--- src/rtl/mcsp_pkg.sv ---
// Types, constants and helpers of the mesh chunk stream parser.
package mcsp_pkg;

    typedef struct packed {
        logic [7:0] data_byte;
        logic       file_start;
    } t_in_item;

    typedef struct packed {
        logic [2:0]  record_kind;
        logic [15:0] item_index;
        logic [31:0] word_a;
        logic [31:0] word_b;
        logic [31:0] word_c;
    } t_out_item;

    typedef enum logic [3:0] {
        PH_HEADER = 4'd0,
        PH_NAME   = 4'd1,
        PH_VCOUNT = 4'd2,
        PH_VERTEX = 4'd3,
        PH_FCOUNT = 4'd4,
        PH_FACE   = 4'd5,
        PH_MCOUNT = 4'd6,
        PH_MAP    = 4'd7,
        PH_SKIP   = 4'd8
    } t_phase;

    localparam logic [2:0] KIND_NAME   = 3'd0;
    localparam logic [2:0] KIND_VCOUNT = 3'd1;
    localparam logic [2:0] KIND_VERTEX = 3'd2;
    localparam logic [2:0] KIND_FCOUNT = 3'd3;
    localparam logic [2:0] KIND_FACE   = 3'd4;
    localparam logic [2:0] KIND_MAP    = 3'd5;
    localparam logic [2:0] KIND_SHORT  = 3'd6;

    localparam logic [15:0] ID_MAIN     = 16'h4d4d;
    localparam logic [15:0] ID_EDIT     = 16'h3d3d;
    localparam logic [15:0] ID_OBJECT   = 16'h4000;
    localparam logic [15:0] ID_TRIMESH  = 16'h4100;
    localparam logic [15:0] ID_VERTICES = 16'h4110;
    localparam logic [15:0] ID_FACES    = 16'h4120;
    localparam logic [15:0] ID_MAPPING  = 16'h4140;

    localparam logic [31:0] HDR_LEN    = 32'd6;
    localparam logic [4:0]  NAME_LIMIT = 5'd20;

    localparam int          QUEUE_DEPTH = 4;
    localparam int          QUEUE_AW    = 2;

    function automatic t_out_item make_rec(input logic [2:0]  kind,
                                           input logic [15:0] idx,
                                           input logic [31:0] a,
                                           input logic [31:0] b,
                                           input logic [31:0] c);
        t_out_item r;
        r.record_kind = kind;
        r.item_index  = idx;
        r.word_a      = a;
        r.word_b      = b;
        r.word_c      = c;
        return r;
    endfunction

endpackage

--- src/rtl/mcsp_front.sv ---
// Front end: per-byte chunk parser that classifies bytes and builds records.
module mcsp_front (
    input  logic               i_clk,
    input  logic               i_rst_n,
    input  logic               i_en,
    input  mcsp_pkg::t_in_item i_item,
    output logic               o_rec_valid,
    output mcsp_pkg::t_out_item o_rec
);

    mcsp_pkg::t_phase r_phase, n_phase, cur_phase;
    logic [7:0]  r_hdr [5];
    logic [7:0]  n_hdr [5];
    logic [7:0]  cur_hdr [5];
    logic [3:0]  r_bc, n_bc, cur_bc;
    logic [31:0] r_acc [3];
    logic [31:0] n_acc [3];
    logic [31:0] acc_wr [3];
    logic [15:0] r_lcount, n_lcount;
    logic [15:0] r_lpos, n_lpos;
    logic [31:0] r_skip, n_skip;
    logic [4:0]  r_nlen, n_nlen;

    logic [7:0]  byte_in;
    logic        acc_we;
    logic [1:0]  acc_w;
    logic [1:0]  acc_s;
    logic [15:0] hdr_id;
    logic [31:0] hdr_len;
    logic [15:0] lpos_inc;
    logic [4:0]  nlen_inc;

    assign byte_in  = i_item.data_byte;
    assign hdr_id   = {cur_hdr[1], cur_hdr[0]};
    assign hdr_len  = {byte_in, cur_hdr[4], cur_hdr[3], cur_hdr[2]};
    assign lpos_inc = r_lpos + 16'd1;
    assign nlen_inc = r_nlen + 5'd1;

    // Restart discards header and record progress before the byte is used.
    always_comb begin
        if (i_item.file_start) begin
            cur_phase = mcsp_pkg::PH_HEADER;
            cur_bc    = 4'd0;
            for (int k = 0; k < 5; k++) begin
                cur_hdr[k] = 8'd0;
            end
        end else begin
            cur_phase = r_phase;
            cur_bc    = r_bc;
            for (int k = 0; k < 5; k++) begin
                cur_hdr[k] = r_hdr[k];
            end
        end
    end

    // Byte lane of the word accumulators; faces use 16-bit words.
    always_comb begin
        acc_we = 1'b0;
        acc_w  = cur_bc[3:2];
        acc_s  = cur_bc[1:0];
        case (cur_phase)
            mcsp_pkg::PH_VCOUNT, mcsp_pkg::PH_FCOUNT, mcsp_pkg::PH_MCOUNT,
            mcsp_pkg::PH_VERTEX, mcsp_pkg::PH_MAP: begin
                acc_we = 1'b1;
            end
            mcsp_pkg::PH_FACE: begin
                acc_we = (cur_bc < 4'd6);
                acc_w  = cur_bc[2:1];
                acc_s  = {1'b0, cur_bc[0]};
            end
            default: begin
                acc_we = 1'b0;
            end
        endcase
        for (int k = 0; k < 3; k++) begin
            acc_wr[k] = i_item.file_start ? 32'd0 : r_acc[k];
            if (acc_we && (acc_w == 2'(k))) begin
                acc_wr[k][8*acc_s +: 8] = byte_in;
            end
        end
    end

    always_comb begin
        n_phase     = r_phase;
        n_bc        = r_bc;
        n_lcount    = r_lcount;
        n_lpos      = r_lpos;
        n_skip      = r_skip;
        n_nlen      = r_nlen;
        o_rec_valid = 1'b0;
        o_rec       = '0;
        for (int k = 0; k < 5; k++) begin
            n_hdr[k] = r_hdr[k];
        end
        for (int k = 0; k < 3; k++) begin
            n_acc[k] = r_acc[k];
        end
        if (i_en) begin
            n_phase = cur_phase;
            n_bc    = cur_bc;
            for (int k = 0; k < 5; k++) begin
                n_hdr[k] = cur_hdr[k];
            end
            for (int k = 0; k < 3; k++) begin
                n_acc[k] = acc_wr[k];
            end
            case (cur_phase)
                mcsp_pkg::PH_HEADER: begin
                    if (cur_bc >= 4'd5) begin
                        n_bc = 4'd0;
                        for (int k = 0; k < 5; k++) begin
                            n_hdr[k] = 8'd0;
                        end
                        for (int k = 0; k < 3; k++) begin
                            n_acc[k] = 32'd0;
                        end
                        if (hdr_id == mcsp_pkg::ID_MAIN || hdr_id == mcsp_pkg::ID_EDIT ||
                            hdr_id == mcsp_pkg::ID_TRIMESH) begin
                            n_phase = mcsp_pkg::PH_HEADER;
                        end else if (hdr_id == mcsp_pkg::ID_OBJECT) begin
                            n_nlen  = 5'd0;
                            n_phase = mcsp_pkg::PH_NAME;
                        end else if (hdr_id == mcsp_pkg::ID_VERTICES) begin
                            n_phase = mcsp_pkg::PH_VCOUNT;
                        end else if (hdr_id == mcsp_pkg::ID_FACES) begin
                            n_phase = mcsp_pkg::PH_FCOUNT;
                        end else if (hdr_id == mcsp_pkg::ID_MAPPING) begin
                            n_phase = mcsp_pkg::PH_MCOUNT;
                        end else if (hdr_len < mcsp_pkg::HDR_LEN) begin
                            o_rec_valid = 1'b1;
                            o_rec = mcsp_pkg::make_rec(mcsp_pkg::KIND_SHORT, 16'd0,
                                                       hdr_len, {16'd0, hdr_id}, 32'd0);
                            n_phase = mcsp_pkg::PH_HEADER;
                        end else if (hdr_len == mcsp_pkg::HDR_LEN) begin
                            n_phase = mcsp_pkg::PH_HEADER;
                        end else begin
                            n_skip  = hdr_len - mcsp_pkg::HDR_LEN;
                            n_phase = mcsp_pkg::PH_SKIP;
                        end
                    end else begin
                        n_hdr[cur_bc[2:0]] = byte_in;
                        n_bc = cur_bc + 4'd1;
                    end
                end
                mcsp_pkg::PH_NAME: begin
                    o_rec_valid = 1'b1;
                    o_rec = mcsp_pkg::make_rec(mcsp_pkg::KIND_NAME, {11'd0, r_nlen},
                                               {24'd0, byte_in}, 32'd0, 32'd0);
                    n_nlen = nlen_inc;
                    if (byte_in == 8'd0 || nlen_inc >= mcsp_pkg::NAME_LIMIT) begin
                        n_nlen  = 5'd0;
                        n_bc    = 4'd0;
                        n_phase = mcsp_pkg::PH_HEADER;
                        for (int k = 0; k < 3; k++) begin
                            n_acc[k] = 32'd0;
                        end
                    end
                end
                mcsp_pkg::PH_VCOUNT, mcsp_pkg::PH_FCOUNT, mcsp_pkg::PH_MCOUNT: begin
                    n_bc = cur_bc + 4'd1;
                    if (cur_bc >= 4'd1) begin
                        if (cur_phase == mcsp_pkg::PH_VCOUNT) begin
                            o_rec_valid = 1'b1;
                            o_rec = mcsp_pkg::make_rec(mcsp_pkg::KIND_VCOUNT, 16'd0,
                                                       {16'd0, acc_wr[0][15:0]}, 32'd0, 32'd0);
                            n_phase = mcsp_pkg::PH_VERTEX;
                        end else if (cur_phase == mcsp_pkg::PH_FCOUNT) begin
                            o_rec_valid = 1'b1;
                            o_rec = mcsp_pkg::make_rec(mcsp_pkg::KIND_FCOUNT, 16'd0,
                                                       {16'd0, acc_wr[0][15:0]}, 32'd0, 32'd0);
                            n_phase = mcsp_pkg::PH_FACE;
                        end else begin
                            n_phase = mcsp_pkg::PH_MAP;
                        end
                        // An empty list goes straight back to header parsing.
                        if (acc_wr[0][15:0] == 16'd0) begin
                            n_phase = mcsp_pkg::PH_HEADER;
                        end
                        n_lcount = acc_wr[0][15:0];
                        n_lpos   = 16'd0;
                        n_bc     = 4'd0;
                        for (int k = 0; k < 3; k++) begin
                            n_acc[k] = 32'd0;
                        end
                    end
                end
                mcsp_pkg::PH_VERTEX, mcsp_pkg::PH_FACE, mcsp_pkg::PH_MAP: begin
                    n_bc = cur_bc + 4'd1;
                    if ((cur_phase == mcsp_pkg::PH_VERTEX && cur_bc >= 4'd11) ||
                        (cur_phase != mcsp_pkg::PH_VERTEX && cur_bc >= 4'd7)) begin
                        o_rec_valid = 1'b1;
                        if (cur_phase == mcsp_pkg::PH_VERTEX) begin
                            o_rec = mcsp_pkg::make_rec(mcsp_pkg::KIND_VERTEX, r_lpos,
                                                       acc_wr[0], acc_wr[1], acc_wr[2]);
                        end else if (cur_phase == mcsp_pkg::PH_FACE) begin
                            o_rec = mcsp_pkg::make_rec(mcsp_pkg::KIND_FACE, r_lpos,
                                                       acc_wr[0], acc_wr[1], acc_wr[2]);
                        end else begin
                            o_rec = mcsp_pkg::make_rec(mcsp_pkg::KIND_MAP, r_lpos,
                                                       acc_wr[0], acc_wr[1], 32'd0);
                        end
                        n_lpos = lpos_inc;
                        n_bc   = 4'd0;
                        for (int k = 0; k < 3; k++) begin
                            n_acc[k] = 32'd0;
                        end
                        if (lpos_inc >= r_lcount) begin
                            n_phase = mcsp_pkg::PH_HEADER;
                        end
                    end
                end
                mcsp_pkg::PH_SKIP: begin
                    if (r_skip != 32'd0) begin
                        n_skip = r_skip - 32'd1;
                    end
                    if (r_skip <= 32'd1) begin
                        n_phase = mcsp_pkg::PH_HEADER;
                    end
                end
                default: begin
                    n_phase = mcsp_pkg::PH_HEADER;
                    n_bc    = 4'd0;
                    for (int k = 0; k < 3; k++) begin
                        n_acc[k] = 32'd0;
                    end
                end
            endcase
        end
    end

    always_ff @(posedge i_clk) begin
        if (!i_rst_n) begin
            r_phase  <= mcsp_pkg::PH_HEADER;
            r_bc     <= 4'd0;
            r_lcount <= 16'd0;
            r_lpos   <= 16'd0;
            r_skip   <= 32'd0;
            r_nlen   <= 5'd0;
            for (int k = 0; k < 5; k++) begin
                r_hdr[k] <= 8'd0;
            end
            for (int k = 0; k < 3; k++) begin
                r_acc[k] <= 32'd0;
            end
        end else begin
            r_phase  <= n_phase;
            r_bc     <= n_bc;
            r_lcount <= n_lcount;
            r_lpos   <= n_lpos;
            r_skip   <= n_skip;
            r_nlen   <= n_nlen;
            for (int k = 0; k < 5; k++) begin
                r_hdr[k] <= n_hdr[k];
            end
            for (int k = 0; k < 3; k++) begin
                r_acc[k] <= n_acc[k];
            end
        end
    end

endmodule

--- src/rtl/mcsp_queue.sv ---
// Back end: short record queue that holds finished records for the consumer.
module mcsp_queue (
    input  logic                i_clk,
    input  logic                i_rst_n,
    input  logic                i_wr,
    input  mcsp_pkg::t_out_item i_wr_data,
    input  logic                i_rd,
    output mcsp_pkg::t_out_item o_rd_data,
    output logic                o_full,
    output logic                o_empty
);

    mcsp_pkg::t_out_item r_slot [mcsp_pkg::QUEUE_DEPTH];
    logic [mcsp_pkg::QUEUE_AW-1:0] r_wr_ptr, n_wr_ptr;
    logic [mcsp_pkg::QUEUE_AW-1:0] r_rd_ptr, n_rd_ptr;
    logic [mcsp_pkg::QUEUE_AW:0]   r_count, n_count;
    logic                          do_wr, do_rd;

    assign o_full    = (r_count == (mcsp_pkg::QUEUE_AW+1)'(mcsp_pkg::QUEUE_DEPTH));
    assign o_empty   = (r_count == '0);
    assign do_wr     = i_wr && !o_full;
    assign do_rd     = i_rd && !o_empty;
    assign o_rd_data = r_slot[r_rd_ptr];

    always_comb begin
        n_wr_ptr = do_wr ? r_wr_ptr + 1'b1 : r_wr_ptr;
        n_rd_ptr = do_rd ? r_rd_ptr + 1'b1 : r_rd_ptr;
        n_count  = r_count;
        if (do_wr && !do_rd) begin
            n_count = r_count + 1'b1;
        end else if (do_rd && !do_wr) begin
            n_count = r_count - 1'b1;
        end
    end

    always_ff @(posedge i_clk) begin
        if (do_wr) begin
            r_slot[r_wr_ptr] <= i_wr_data;
        end
    end

    always_ff @(posedge i_clk) begin
        if (!i_rst_n) begin
            r_wr_ptr <= '0;
            r_rd_ptr <= '0;
            r_count  <= '0;
        end else begin
            r_wr_ptr <= n_wr_ptr;
            r_rd_ptr <= n_rd_ptr;
            r_count  <= n_count;
        end
    end

endmodule

--- src/rtl/mesh_chunk_stream_parser.sv ---
// A record is written into the record queue at the edge that accepts the byte that completes it, and
// is shown on o_result once older records have left. Throughput: one byte per cycle; the parser does
// fixed work per byte in one state update. Bytes stall only when the four-entry record queue is full.
// Reset: synchronous, active low; parser returns to expecting a chunk header, queue empties.
// No clearing pass after reset: bytes are taken in the first cycle after reset is released.
// Top level of the mesh chunk stream parser.
module mesh_chunk_stream_parser (
    input  logic                i_clk,
    input  logic                i_rst_n,
    input  logic                push,
    output logic                full,
    input  mcsp_pkg::t_in_item  i_item,
    output logic                empty,
    input  logic                pop,
    output mcsp_pkg::t_out_item o_result
);

    // A byte request is taken whenever the record queue has room. Since each
    // byte yields at most one record, room for one entry is all it needs.
    logic                accept;
    logic                rec_valid;
    mcsp_pkg::t_out_item rec;

    assign accept = push && !full;

    // The front end walks the chunk structure: headers, names, counts and
    // lists, and produces a record on the byte that finishes it.
    mcsp_front u_front (
        .i_clk      (i_clk),
        .i_rst_n    (i_rst_n),
        .i_en       (accept),
        .i_item     (i_item),
        .o_rec_valid(rec_valid),
        .o_rec      (rec)
    );

    // The queue decouples the parser from the consumer. The oldest record is
    // presented on o_result while empty is low and leaves on pop.
    mcsp_queue u_queue (
        .i_clk    (i_clk),
        .i_rst_n  (i_rst_n),
        .i_wr     (accept && rec_valid),
        .i_wr_data(rec),
        .i_rd     (pop),
        .o_rd_data(o_result),
        .o_full   (full),
        .o_empty  (empty)
    );

endmodule

--- config.mk ---
export PLATFORM = sky130hd
export DESIGN_NAME = mesh_chunk_stream_parser
export DESIGN_NICKNAME = d
export VERILOG_FILES = /design/src/rtl/mcsp_pkg.sv /design/src/rtl/mcsp_front.sv /design/src/rtl/mcsp_queue.sv /design/src/rtl/mesh_chunk_stream_parser.sv
export SDC_FILE = /design/constraint.sdc
export NUM_CORES = 1
export LEC_CHECK = 0
export BUFFER_PORTS_ARGS = -buffer_cell sky130_fd_sc_hd__clkbuf_2
export CORE_MARGIN = 5
export CORE_UTILIZATION = 62
export CTS_CLUSTER_SIZE = 16
export DETAILED_ROUTE_END_ITERATION = 12
export PLACE_DENSITY = 0.87
export SLEW_MARGIN = 5
export SYNTH_ARGS = -nofsm -noshare
export SYNTH_HDL_FRONTEND = slang
export SYNTH_SLANG_ARGS = --single-unit
export TNS_END_PERCENT = 5
--- constraint.sdc ---
create_clock -name i_clk -period 6.6 [get_ports i_clk]
set_input_delay 0.33 -clock i_clk [delete_from_list [all_inputs] [get_ports i_clk]]
set_output_delay 0.33 -clock i_clk [all_outputs]
set_load 0.01 [all_outputs]
* Word-level counts from Yosys, hierarchy flattened *
Memory sizes are Yosys's and may differ from the RTL's. A register that Yosys moved wholly into a read port is not among the register bits.
Cells that the tools add are included.

cells by class
  $lt $le $gt $ge = 11
  add/subtract/negate cells = 10
  bitwise logic cells = 9
  reductions and logical operators = 37
  shift-type cells = 2
  eq/ne operators = 32
  muxes and demuxes = 111

operators with widths
  kind                     count
  $mux 115                 12
  $mux 32                  18
  $mux 96                  5
  $pmux 96 s5              1
  $pmux 115 s4             1
  $mux 40                  4
  $mux 114                 1
  $mux 113                 1
  $bwmux 32                3
  $eq 16x15->1 const B     6
  $mux 4                   21
  $pmux 32 s2              1
  $mux 8                   6
  $bwmux 40                1
  $pmux 4 s5               2
  $neg 5->34               1
  $shift 8x34->32 const A  1
  $shiftx 8x34->32         1
  $eq 32x3->1 const B      1
  $le 32x1->1 const B      1
  $lt 32x3->1 const B      1
  $mux 16                  2
  $pmux 16 s2              1
  $reduce_bool 32->1       1
  other kinds (51)         119

storage, ports and cells
  memories kept = 3
  flip-flop bits (word level) = 84
  output and inout bits = 117
  bits in writable memories = 596
  logic and storage cells = 224
  input port bits = 13

memories
  name            words  width  read ports  clocked after memory_dff  wr ports  line              RTL
  u_queue.r_slot  4      115    1           1                         1         mcsp_queue.sv:13  mcsp_pkg::t_out_item r_slot [mcsp_pkg::QUEUE_DEPTH];
  u_front.r_acc   3      32     3           0                         3         mcsp_front.sv:16  logic [31:0] r_acc [3];
  u_front.r_hdr   5      8      5           0                         5         mcsp_front.sv:12  logic [7:0] r_hdr [5];

* Logic depth before layout (Yosys ltp) *
An unclocked memory read counts as a cell.

  depth in word-level cells = 18
  gate-level depth with buffers = 18
  gate-level depth less buffers = 15

* By module *
A second synthesis with hierarchy kept.

unflattened totals
  cells, all modules = 2,473
  area, all modules = 30,660.7 um2

by module, submodules not included
  module                    area each (um2)  seq. area each (um2)  cells an instance  instances
  mcsp_queue                17,041.3         13,993.4              649                1
  mcsp_front                13,604.3         4,264.1               1,822              1
  mesh_chunk_stream_parser  15.0             0.0                   2                  1

* Worst setup path after synthesis *
OpenSTA, ideal clock, no wires.

  path kind = input-to-reg
  start point = input port i_item[0] (netlist name)
  end point = memory u_queue.r_slot[0][0] (netlist name), enable pin
  required time = 6,112 ps
  data arrival time = 4,933 ps
  buffers on the path = 3
  stages = 13
  slack = 1,180 ps
  setup time = 488 ps
  path through = buf_2 clkbuf_1 nand2b_1 inv_1 ha_1 nand2b_1 a21oi_1 nor2_1 o211ai_1 nor3_2 o31a_1 buf_2 and2_1

between the ends
  word-level cells in the longest chain between the ends = 15
  elaborated cells on any way between the ends = 48
  classes of those cells = 5 x order compare; 15 x eq/ne; 18 x mux; 10 x reduce/logical

ends and longest elaborated chain
  item                              line                            RTL
  from (decl)                       mesh_chunk_stream_parser.sv:12  input mcsp_pkg::t_in_item i_item,
  $mux 40                           mcsp_front.sv:41                if (i_item.file_start) begin
  $lt 32x3->1                       mcsp_front.sv:129               end else if (hdr_len < mcsp_pkg::HDR_LEN) begin
  $mux 1                            mcsp_front.sv:129
  $mux 1                            mcsp_front.sv:127               end else if (hdr_id == mcsp_pkg::ID_MAPPING) begin
  $mux 1                            mcsp_front.sv:125               end else if (hdr_id == mcsp_pkg::ID_FACES) begin
  $mux 1                            mcsp_front.sv:123               end else if (hdr_id == mcsp_pkg::ID_VERTICES) begin
  $mux 1                            mcsp_front.sv:120               end else if (hdr_id == mcsp_pkg::ID_OBJECT) begin
  $mux 1                            mcsp_front.sv:117               if (hdr_id == mcsp_pkg::ID_MAIN || hdr_id == mcsp_pkg::ID_EDIT ||
  $mux 1                            mcsp_front.sv:109               if (cur_bc >= 4'd5) begin
  $pmux 1 s4 (*)                    mcsp_front.sv:107               case (cur_phase)
  $mux 1 (*)                        mcsp_front.sv:98                if (i_en) begin
  $logic_and 1x1->1 (*)             mesh_chunk_stream_parser.sv:42  .i_wr (accept && rec_valid),
  $logic_and 1x1->1 (*)             mcsp_queue.sv:21                assign do_wr = i_wr && !o_full;
  via u_queue.do_wr                 mcsp_queue.sv:17                logic do_wr, do_rd;
  $mux 1 (*)                        mcsp_queue.sv:37                if (do_wr) begin
  $mux 1 (not written as such) (*)  mcsp_queue.sv:38                r_slot[r_wr_ptr] <= i_wr_data;
  to (decl)                         mcsp_queue.sv:13

Mark *: on every way through the listed nets, which the timed path passes. The rest lies on a longest branch.

==> metrics.md <==
| Metric | Value |
|---|---|
| Dpl ws | 1.824 ns |
| Leading area contributor after synthesis | edfxtp_1 |
| Tcrit/Tclk final | 74.19% |
| Total congestion overflow | 0 |
| Drt first pass iters | 6 |
| Crit path max-delay cell type | and2_4 |
| Fraction of layout cells with a size suffix above 1 | 18.03% |
| Int Power | 7691 uW |
| Post-synth cell types | 89 |
| Final Hold Vio Count | 0 |
| Crit Path Class | reg -> reg |
| Top Ports | 130 |
| Mapped Nets | 2,459 |
| Async S/R FF share, synth | 0% |
| Area Growth Syn to Fin | 11.35% |
| Worst clock skew | 0.02474 ns |
| Hold Path Class | in -> reg |
| Most frequent cells after synthesis | 460 x edfxtp_1, 222 x dfxtp_1, 216 x nor2_1 |
| Syn Std Cell Area | 30,220 sq um |
| Clock Tree Buf Depth | 3 |
| Worst Path Max Fanout | 44 |
| Chip width | 230.8 um |
| CTS Sinks | 682 |
| MaxCap Viol Count | 0 |
| Initial core utilization | 62.25% |
| ANT cells | 0 |
| Tmin final | 4.896 ns |
| Root Buffer | clkbuf_16 |
| Highest clock rate | 204.2 MHz |
| VDD IR-drop max | 201.8 uV |
| WL final | 87,160 um |
| Yosys warnings | 0 |
| Die Span Y | 230.8 um |
| Comb power frac | 18.3% |
| First-pass GRT wire length | 133,100 um |
| Post-synthesis sequential area ratio | 60.42% |
| Hold Path Stages | 2 |
| RePlAce Congestion | 0.9613 |
| Largest net degree at the start of global routing | 93 |
| Clock transition at the registers of the reported paths | 0.06 ns |
| Clock network power share | 37.6% |
| Final Max Tran Viols | 0 |
| Most frequent cell after synthesis | edfxtp_1 |
| Mean Syn Cell Area | 12.53 sq um |
| CP Launch Type | register |
| Most used cell along the critical path | o31a_1 |
| Filler cell count | 3,104 |
| RSZ-0062 raised after global routing | false |
| Initial antenna violation count | 1 |
| Worst Reg-to-Reg Cells | 8 |
| Largest stage delay, worst path | 0.74 ns |
| Post-CTS Hold Buffers | 0 |
| Slew Limit Headroom | 17.23% |
| DIE AREA | 53,250 sq um |
| First DRT Iteration DRCs | 3,484 |
| Pleak | 0.01106 uW |
| Most used DFF post-synth | edfxtp_1 |
| DRT antenna net count | 0 |
| WL per Instance | 27.62 um |
| Final setup TNS | 0 ns |
| Drc violations | 0 |
| CP Launch Point | u_front.r_hdr[0][22] |
| Vias in the first global route | 21,932 |
| Core region area | 48,550 sq um |
| Synth area leaders | edfxtp_1 46%, dfxtp_1 15%, mux4_2 8.6% |
| Buffers on Ports | 129 |
| Setup bufs post-CTS | 0 |
| CTS H-tree lvls | 3 |
| Final net count | 2,526 |
| Register share of total power | 44.1% |
| Site Rows | 81 |
| Status | finished clean |
| Reg2Reg Launch Point | u_front.r_hdr[0][22] |
| DR vias | 22,528 |
| Post_cts resized | 0 |
| Synthesized flop and latch total | 682 |
| Fin area | 33,650 sq um |
| Switching Power | 2846 uW |
| Final hold slack | 0.07350 ns |
| PwrDens | 313.1 nW/um^2 |
| Worst path required time | 6.87 ns |
| TritonCTS Buffers | 68 |
| Final WS setup | 1.704 ns |
| Arr. time, crit path | 5.16 ns |
| Area post-placement | 31,330 sq um |
| CP Cell Sequence | nor4_1 > nand3_1 > o31a_1 > nand3b_1 > nor3_2 > o31a_1 > and2_4 > buf_4 |
| # setup viols final | 0 |
| Switching share of power | 27.01% |
| Detailed placer's ending HPWL | 53,460 um |
| DR vias/cell | 7.138 |
| Post-synth EDFFs | 460 |
| Tot GR Track Use | 32.29% |
| Crit end category | register |
| Slew @ Worst Pin | 1.237 ns |
| Cells after Synth | 2,411 |
| Post-synth top area share | 45.71% |
| Tot Pwr | 10,540 uW |
| Worst skew pair latency | 0.62 ns |
| Hold Path Origin | i_rst_n |
| CTS tree | built |
## worst max-delay path: cells and delay by family, from the launching register on
family	cells	cell delay (ns)
and+or+nand+nor	5	2.76
DFF	1	0.36
AOI/OAI and AO/OA	2	0.92
buffers and inverters	1	0.45
## area by class of cell
| type | count | area, sq um | area share, % |
|---|---|---|---|
| repair buffers | 168 | 988.4 | 2.938 |
| clock inverters | 30 | 275.3 | 0.8181 |
| clock buffers | 96 | 2034 | 6.046 |
| well taps | 622 | 778.2 | 2.313 |
| multi-input cells | 1524 | 11180 | 33.22 |
| inverters | 34 | 128.9 | 0.3830 |
| flip-flops and latches | 682 | 18270 | 54.28 |
## worst paths after layout
kind                           endpoint  slack [ns]
hold reg to reg    u_front.r_acc[0][38]        0.46
setup reg to reg  u_queue.r_slot[3][73]        1.70
hold / removal     u_front.r_hdr[0][39]        0.07
setup / recovery  u_queue.r_slot[3][73]        1.70
## per-layer routing
layer  GRT usage [%]  wire, um
met1           42.77     31670
met5               0        13
met3           6.740      9243
met2           52.74     42050
met4           13.37      4186
## power by group through the flow
stage | combinational [uW] | clock, uW | sequential, uW
6_report | 1920 | 3960 | 4650
5_1_grt | 2040 | 4180 | 4660
4_1_cts | 1940 | 3990 | 4650
3_5_place_dp | 1910 | 0 | 4740
3_3_place_gp | 1880 | 0 | 4730
2_1_floorplan | 1320 | 0 | 4650
## stage by stage
step,std cells,util [%]
floorplan,2411,-
detailed placement,3029,64.54
CTS,3155,69.30
finish,3156,69.31
global route,3156,69.31
global placement,3029,64.54
## flip-flops by register name, indices dropped and copies added (netlist names), named ones only
register / cells
u_front.r_bc: 4
u_front.r_lcount: 16
u_queue.r_slot: 460
u_front.r_phase: 4
u_queue.r_rd_ptr: 2
u_front.r_nlen: 5
u_front.r_hdr: 40
u_front.r_acc: 96
u_queue.r_wr_ptr: 2
u_front.r_lpos: 16
u_queue.r_count: 3
u_front.r_skip: 32
## cell usage in the layout, fill, tap and decap left out, drive strengths merged, types with 12 or more instances in the layout
cell / netlist / routed
edfxtp: 460 / 460
clkbuf: 138 / 225
dfxtp: 222 / 222
nor2: 216 / 216
nand2: 199 / 199
o21ai: 139 / 139
mux4: 115 / 115
nand3: 99 / 99
a21oi: 96 / 96
a22oi: 61 / 61
nor3: 52 / 52
buf: 33 / 39
ha: 34 / 34
inv: 32 / 34
a32oi: 33 / 33
a31oi: 30 / 30
and2: 29 / 29
a22o: 28 / 28
a211oi: 25 / 25
and3: 24 / 24
nor4: 22 / 22
clkinv: 2 / 21
or3: 20 / 20
nor3b: 20 / 20
o31ai: 20 / 20
xnor2: 19 / 19
xor2: 15 / 15
nand4: 14 / 14
a31o: 14 / 14
o21a: 13 / 13
a32o: 13 / 13
o211ai: 12 / 12
a21o: 12 / 12
mux2i: 12 / 12
## cell families after synthesis
| kind of cell | count (synthesis) | share of synthesized area (%) |
|---|---|---|
| xor gates and xnor gates | 34 | 0.9855 |
| adders and majority gates | 35 | 1.474 |
| muxes | 127 | 8.969 |
| AOI/OAI and AO/OA | 568 | 13.20 |
| and+or+nand+nor | 760 | 12.26 |
| buffers and inverters | 205 | 2.700 |
| DFF | 682 | 60.42 |
(Power assumes the default switching activity.)
